File: config.mk
export PLATFORM = sky130hd
export DESIGN_NAME = hnn_sqrt_div
export DESIGN_NICKNAME = d
export VERILOG_FILES = /design/src/hdl/hnn_pkg.sv /design/src/hdl/hnn_sqrt_div.sv
export VERILOG_INCLUDE_DIRS = /design/src /design/src/hdl
export SDC_FILE = /design/constraint.sdc
export NUM_CORES = 1
export LEC_CHECK = 0
export BUFFER_PORTS_ARGS = -buffer_cell sky130_fd_sc_hd__buf_2
export CAP_MARGIN = 20
export CORE_UTILIZATION = 57
export DETAILED_ROUTE_END_ITERATION = 6
export PLACE_DENSITY = 0.76
export SYNTH_ARGS = -nofsm -noshare
export SYNTH_HDL_FRONTEND = slang
export SYNTH_SLANG_ARGS = --single-unit
File: constraint.sdc
create_clock -name clk -period 18.6 [get_ports clk]
set_input_delay 0 -clock clk [delete_from_list [all_inputs] [get_ports clk]]
set_output_delay 0 -clock clk [all_outputs]
set_load 0.03 [all_outputs]
File: src/hdl/assert_macros.svh
// Assertion helpers shared by the heightmap normal engine modules.
// Each macro expects clk and rst_n in the enclosing module.
`ifndef ASSERT_MACROS_SVH
`define ASSERT_MACROS_SVH

// Same-cycle implication.
`define HNN_ASSERT_IMPL(lbl, pre, post) \
  lbl: assert property (@(posedge clk) disable iff (!rst_n) (pre) |-> (post)) \
    else $error("hnn assertion failed");

// Next-cycle implication.
`define HNN_ASSERT_NEXT(lbl, pre, post) \
  lbl: assert property (@(posedge clk) disable iff (!rst_n) (pre) |=> (post)) \
    else $error("hnn assertion failed");

`endif

File: src/hdl/hnn_pkg.sv
// ----------------------------------------------------------------------------
// hnn_pkg
// Types and constants of the heightmap node normal engine.
// ----------------------------------------------------------------------------
`timescale 1ns / 1ps
`default_nettype none

package hnn_pkg;

  localparam int MAX_COLS_DEF = 256;
  localparam int MAX_ROWS_DEF = 256;

  localparam int IDX_W = 9;
  localparam int CFG_W = 32;

  localparam logic [1:0] CFG_GRID_COLS = 2'd0;
  localparam logic [1:0] CFG_GRID_ROWS = 2'd1;
  localparam logic [1:0] CFG_INV_COL   = 2'd2;
  localparam logic [1:0] CFG_INV_ROW   = 2'd3;

  localparam logic FUNC_LOAD  = 1'b0;
  localparam logic FUNC_QUERY = 1'b1;

  localparam logic [14:0] Q14_ONE  = 15'd16384;
  localparam logic [63:0] UNIT_Q24 = 64'd16777216;

  typedef struct packed {
    logic               func;
    logic [IDX_W-1:0]   col;
    logic [IDX_W-1:0]   row;
    logic signed [31:0] cell_height;
  } hnn_in_t;

  typedef struct packed {
    logic signed [31:0] node_height;
    logic signed [15:0] normal_x;
    logic signed [15:0] normal_y;
    logic [14:0]        normal_z;
  } hnn_out_t;

  // request to the shared root / divide unit
  typedef struct packed {
    logic start;
    logic is_sqrt;
  } hnn_sd_req_t;

endpackage

`default_nettype wire

File: src/hdl/hnn_sqrt_div.sv
// ----------------------------------------------------------------------------
// hnn_sqrt_div
// Shared iterative unit: 64-bit integer square root (two bits per step,
// 32 steps) or 45/31-bit restoring divide with a 15-bit quotient (15 steps).
// ----------------------------------------------------------------------------
`timescale 1ns / 1ps
`default_nettype none

`include "assert_macros.svh"

module hnn_sqrt_div (
  input  wire logic               clk,
  input  wire logic               rst_n,
  input  wire hnn_pkg::hnn_sd_req_t req,
  input  wire logic [63:0]        sq_in,
  input  wire logic [44:0]        div_num,
  input  wire logic [30:0]        div_den,
  output logic                    done,
  output logic [31:0]             result
);
  import hnn_pkg::*;

  logic        busy_r, busy_nxt;
  logic        done_r, done_nxt;
  logic        sqrt_r;
  logic [4:0]  cnt_r;
  logic [63:0] n_r, root_r, bit_r;
  logic [44:0] rem_r, dsh_r;
  logic [14:0] q_r;
  logic [63:0] trial;

  assign trial = root_r + bit_r;

  always_comb begin
    busy_nxt = busy_r;
    done_nxt = 1'b0;
    if (req.start) begin
      busy_nxt = 1'b1;
    end else if (busy_r) begin
      if ((sqrt_r && cnt_r == 5'd31) || (!sqrt_r && cnt_r == 5'd14)) begin
        busy_nxt = 1'b0;
        done_nxt = 1'b1;
      end
    end
  end

  always_ff @(posedge clk) begin
    if (!rst_n) begin
      busy_r <= 1'b0;
      done_r <= 1'b0;
    end else begin
      busy_r <= busy_nxt;
      done_r <= done_nxt;
    end
  end

  always_ff @(posedge clk) begin
    if (req.start) begin
      sqrt_r <= req.is_sqrt;
      cnt_r  <= '0;
      n_r    <= sq_in;
      root_r <= '0;
      bit_r  <= 64'h4000_0000_0000_0000;
      rem_r  <= div_num;
      dsh_r  <= {div_den, 14'b0};
      q_r    <= '0;
    end else if (busy_r) begin
      cnt_r <= cnt_r + 5'd1;
      if (sqrt_r) begin
        if (n_r >= trial) begin
          n_r    <= n_r - trial;
          root_r <= (root_r >> 1) + bit_r;
        end else begin
          root_r <= root_r >> 1;
        end
        bit_r <= bit_r >> 2;
      end else begin
        if (rem_r >= dsh_r) begin
          rem_r <= rem_r - dsh_r;
          q_r   <= {q_r[13:0], 1'b1};
        end else begin
          q_r   <= {q_r[13:0], 1'b0};
        end
        dsh_r <= dsh_r >> 1;
      end
    end
  end

  assign done   = done_r;
  assign result = sqrt_r ? root_r[31:0] : {17'b0, q_r};

  `HNN_ASSERT_IMPL(a_done_after_busy, done_r, $past(busy_r))
  `HNN_ASSERT_IMPL(a_no_restart, busy_r, !req.start)
  `HNN_ASSERT_IMPL(a_quot_range, done_r && !sqrt_r, q_r <= Q14_ONE)

endmodule

`default_nettype wire
## Word-level counts from Yosys, hierarchy flattened

Cells that the tools add are included.

| cells by class | value |
|---|---|
| reduce and logical (&&, ||, !) cells | 14 |
| eq/ne operators | 3 |
| $lt $le $gt $ge | 2 |
| mux-type cells | 18 |
| add/sub/neg operators | 5 |
| bitwise operators | 3 |

Operator list:

| cell | number |
|---|---|
| $mux 64 | 5 |
| $mux 45 | 7 |
| $add 63x63->64 | 1 |
| $add 64x63->64 | 1 |
| $ge 64x64->1 | 1 |
| $sub 64x64->64 | 1 |
| $ge 45x45->1 | 1 |
| $sub 45x45->45 | 1 |
| $mux 32 | 1 |
| $reduce_bool 2->1 | 4 |
| $reduce_and 2->1 | 3 |
| $reduce_and 3->1 | 2 |
| $add 5x1->5 const B | 1 |
| $eq 5x4->1 const B | 1 |
| $eq 5x5->1 const B | 1 |
| $mux 1 | 5 |
| $not 1->1 | 3 |
| $reduce_or 3->1 | 1 |
| $logic_and 1x1->1 | 2 |
| $ne 2x2->1 const B | 1 |
| $logic_not 1->1 | 1 |
| $logic_or 1x1->1 | 1 |

| word-level totals | value |
|---|---|
| word-level logic and storage cells | 56 |
| input port bits | 144 |
| register bits | 273 |

## Logic depth before layout (Yosys ltp)

| logic depth | value |
|---|---|
| depth in word-level cells | 6 |
| gate-level depth with buffers | 26 |
| depth with buffers taken out | 23 |

## Least setup slack after synthesis

No wires, ideal clock.

| path | value |
|---|---|
| path type | register to register |
| start point | register root_r[22] |
| end point | register n_r[0], enable pin |
| required time | 18.025 ns |
| arrival | 9.156 ns |
| cell stages (with the launch flop) | 24 |
| setup time | 0.575 ns |
| setup slack | 8.869 ns |
| path buffers | 3 |
| path through | dfxtp_1 > ha_1 > nand2_2 > or4_1 > a21o_1 > o211a_2 > or4b_4 > a21oi_4 > a31oi_1 > nand2_2 > a21oi_1 > xor2_1 > ha_1 > clkbuf_1 > a21o_1 > o21bai_1 > a21oi_1 > o21ai_1 > o21ai_0 > a211oi_1 > nor2_1 > buf_2 > clkbuf_1 > o21ai_0 |

| between the ends | value |
|---|---|
| longest elaborated chain between the ends | 4 |

Ends and longest elaborated chain:

| what | RTL line | RTL |
|---|---|---|
| start, declared | hnn_sqrt_div.sv:27 | `logic [63:0] n_r, root_r, bit_r;` |
| start signal, assigned | hnn_sqrt_div.sv:72 | `root_r <= (root_r >> 1) + bit_r;` |
| start signal, assigned | hnn_sqrt_div.sv:74 | `root_r <= root_r >> 1;` |
| $add 64x63->64 | hnn_sqrt_div.sv:32 | `assign trial = root_r + bit_r;` |
| $ge 64x64->1 | hnn_sqrt_div.sv:70 | `if (n_r >= trial) begin` |
| $reduce_bool 2->1 (no line) | - |  |
| $reduce_and 3->1 (no line) | - |  |
| end signal, assigned | hnn_sqrt_div.sv:61 | `n_r <= sq_in;` |
| end signal, assigned | hnn_sqrt_div.sv:71 | `n_r <= n_r - trial;` |
| end, declared | hnn_sqrt_div.sv:27 |  |

No other way between the ends.
A chain may end at the register's enable or synchronous reset.

## Worst setup path after layout

| path | value |
|---|---|
| start point | register root_r[2] |
| end point | register n_r[60], enable pin |

Same word-level chain as after synthesis.

==> run_results.csv <==
group,metric,value,unit
yosys,seq_area_frac_synth,30.38,%
yosys,async_reset_ff_share,0,%
setup_path,cp.arrival,7.18,ns
yosys,synth_seq_cells,273,
pwr,p_per_area,99.74,nW/um^2
route,vias,22390,
layout,drive_gt1_share,10.47,%
run,drv_cap,0,
global_routing,grt_util_all_layers,32.97,%
cts,clock_sinks,273,
global_routing,met3_usage,4.535,%
sta,hold-worst-slack,0.1643,ns
sta,clock.fmax,142.5,MHz
global_routing,top_usage_layer,"met2",
layout,n_antenna_cell,0,
setup_path,path_max_fanout,69,
cts,h-tree-depth,2,
global_routing,grt_pass1_vias,21660,
outcome,outcome,"finished clean",
setup_path,critPathLaunchType,"flip-flop",
route,drtIter0Drc,1810,
sta,setup_tns,0,ns
global_routing,grt_max_degree,106,
yosys,synth.avg_cell_area,7.888,um^2
cts,cts_tree,"done",
global_routing,grt_util_met1,42.86,%
global_routing,antenna_found_initial,0,
floorplanning,initial_core_util,58.15,%
placed_design,gp_congestion,0.9609,
floorplanning,rows,72,
floorplanning,ios,177,
layout,nets,3393,
floorplanning,dieHeight,201.3,um
placed_design,dp_hpwl,48.08,mm
yosys,yosysUniqueCellTypes,90,
sta,min_period,7.017,ns
yosys,synth_ff_type,"edfxtp_1",
route,wl_per_cell,18.89,um
layout,layout_common_cells,"nand2_1 (462), a21oi_1 (265), o21ai_0 (219)",
cts,cts_root_buf,"clkbuf_16",
sta,finClkSkew,0.02276,ns
sta,finalWorstSetupSlack,11.58,ns
yosys,synth_area,22630,um^2
sta,worst_pin_slew,1.116,ns
floorplanning,die_area,40510,um^2
sta,fin_crit_sh,37.73,%
pwr,ir_worst_vdd,0.00009663,V
route,dr.pass1.iters,5,
pwr,p_leak,10.22,nW
sta,slew_headroom,25.59,%
yosys,syn_nets,3193,
placed_design,numPortBuffers,176,
global_routing,grt_pass1_wl,109.8,mm
cts,insertion_delay,0.55,ns
route,drt-total-wl,68.24,mm
cts,clock_tree.buffer_depth,3,
hold_path,hp-class,"in2reg",
sta,hold_viol,0,
global_routing,groute.layer.met2.usage,55.81,%
route,ant_nets,0,
sta,rsz0062_at_grt,"no",
route,drc,0,
layout,layout_commonest_cell,"nand2_1",
setup_path,worstSetupPathType,"reg2reg",
placed_design,post-place-ws,11.66,ns
sta,slew_violations,0,
sta,finalSetupViolations,0,
floorplanning,coreArea,38920,um^2
yosys,yosysWarningCount,0,
cts,cts_buffers,35,
global_routing,gr-total-overflow,0,
layout,final_util,67.21,%
layout,area_growth,15.57,%
setup_path,crit_required,18.76,ns
cts,clk_pin_slew,0.06,ns
setup_path,crit_path_end_kind,"flip-flop",
yosys,synth_enable_flop_cells,141,
pwr,total_power,2.609,mW
cts,cts_resized,0,
yosys,syn_inst,2869,
route,via_per_inst,6.198,
floorplanning,die_w,201.3,um
## through the flow
| step | area (um^2) | cells |
|---|---|---|
| 5_1_grt | 26160 | 3613 |
| 3_3_place_gp | 23640 | 3407 |
| 6_report | 26160 | 3613 |
| 2_1_floorplan | 22630 | 2869 |
| 4_1_cts | 26160 | 3613 |
| 3_5_place_dp | 23640 | 3407 |
## cell type report
class                   count  area [um^2]
multi-input cells        2328        14750
fillers                  3270        12760
flip-flops and latches    273         6877
repair buffers            334         2435
clock buffers              53         1008
well taps                 518        648.1
inverters                  97        364.1
clock inverters            10        72.57
## worst max-delay path, stage by stage (launching register included)
cell and delay (ns):
dfxtp_1 0.43, ha_1 0.31, a31oi_1 0.39, a211oi_2 0.18, a221oi_2 0.53, o21ai_0 0.33
a21oi_1 0.38, o21ai_0 0.16, xnor2_1 0.17, ha_1 0.47, nand4_2 0.21, nor4_2 0.36
nand4_1 0.21, a2111oi_0 0.55, nor2_1 0.08, a31oi_1 0.30, nor2_4 0.07, buf_4 0.36
o21ai_4 0.30, buf_4 0.69
## cell usage after synthesis (18+ instances only)
library cell | n | area (um^2)
o21ai_1 | 18 | 90.09
xnor2_1 | 96 | 840.8
o21ai_0 | 221 | 1106
inv_1 | 96 | 360.4
dfxtp_1 | 132 | 2643
o21a_1 | 25 | 187.7
and2_1 | 41 | 256.5
o211ai_1 | 19 | 142.6
a21o_1 | 77 | 578.1
nand3_1 | 50 | 250.2
a211oi_1 | 32 | 240.2
nand2_1 | 463 | 1738
a21oi_1 | 265 | 1326
nor2_1 | 169 | 634.4
o31ai_1 | 52 | 390.4
xor2_1 | 98 | 858.3
clkbuf_1 | 137 | 514.2
edfxtp_1 | 141 | 4234
nand2b_1 | 22 | 137.6
buf_2 | 19 | 95.09
o21bai_1 | 50 | 375.4
a31oi_1 | 76 | 475.5
nor3_1 | 51 | 255.2
mux2_2 | 21 | 236.5
ha_1 | 178 | 2227
nor2b_1 | 33 | 206.5
nand4_1 | 61 | 381.6
and3_1 | 19 | 118.9
## kinds of logic after synthesis
kind of cell / Yosys count / synth area share (%)
compound gates: 943 / 26.17
xor+xnor: 194 / 7.508
fa+ha+maj: 180 / 10.02
buf+inv: 268 / 4.611
flops: 273 / 30.38
mux: 29 / 1.399
simple gates: 982 / 19.91
## per-layer routing
layer  vias up  part of all wire [%]
li1      10850                     -
met4         0                   3.2
met1     10520                    43
met2       877                    47
met5         -                     0
met3       140                   6.7
## repair_timing
item,in CTS,in global routing
setup buffers,0,0
hold endpoints to repair,171,0
endpoints found under the setup margin,0,0
hold buffers,143,0
## sequential cells by signal (all words and copies together) (netlist names)
signal	flops
rem_r	45
cnt_r	5
dsh_r	45
done	1
n_r	64
busy_r	1
q_r	15
sqrt_r	1
root_r	64
bit_r	32
## where the power goes
group,total (mW),internal [mW],switching (mW)
Clock,0.651,0.376,0.274
Sequential,0.797,0.740,0.0563
Combinational,1.16,0.444,0.717
## path summary, 6_finish.rpt
path,start,to,slack [ns],depth (start not counted)
worst max-delay path,root_r[2],n_r[60],11.58,19
worst min-delay path,req[0],sqrt_r,0.16,2
worst max register to register,root_r[2],n_r[60],11.58,19
worst min register to register,dsh_r[0],dsh_r[0],0.46,2
Note: power is estimated with default switching activity, not from simulation.
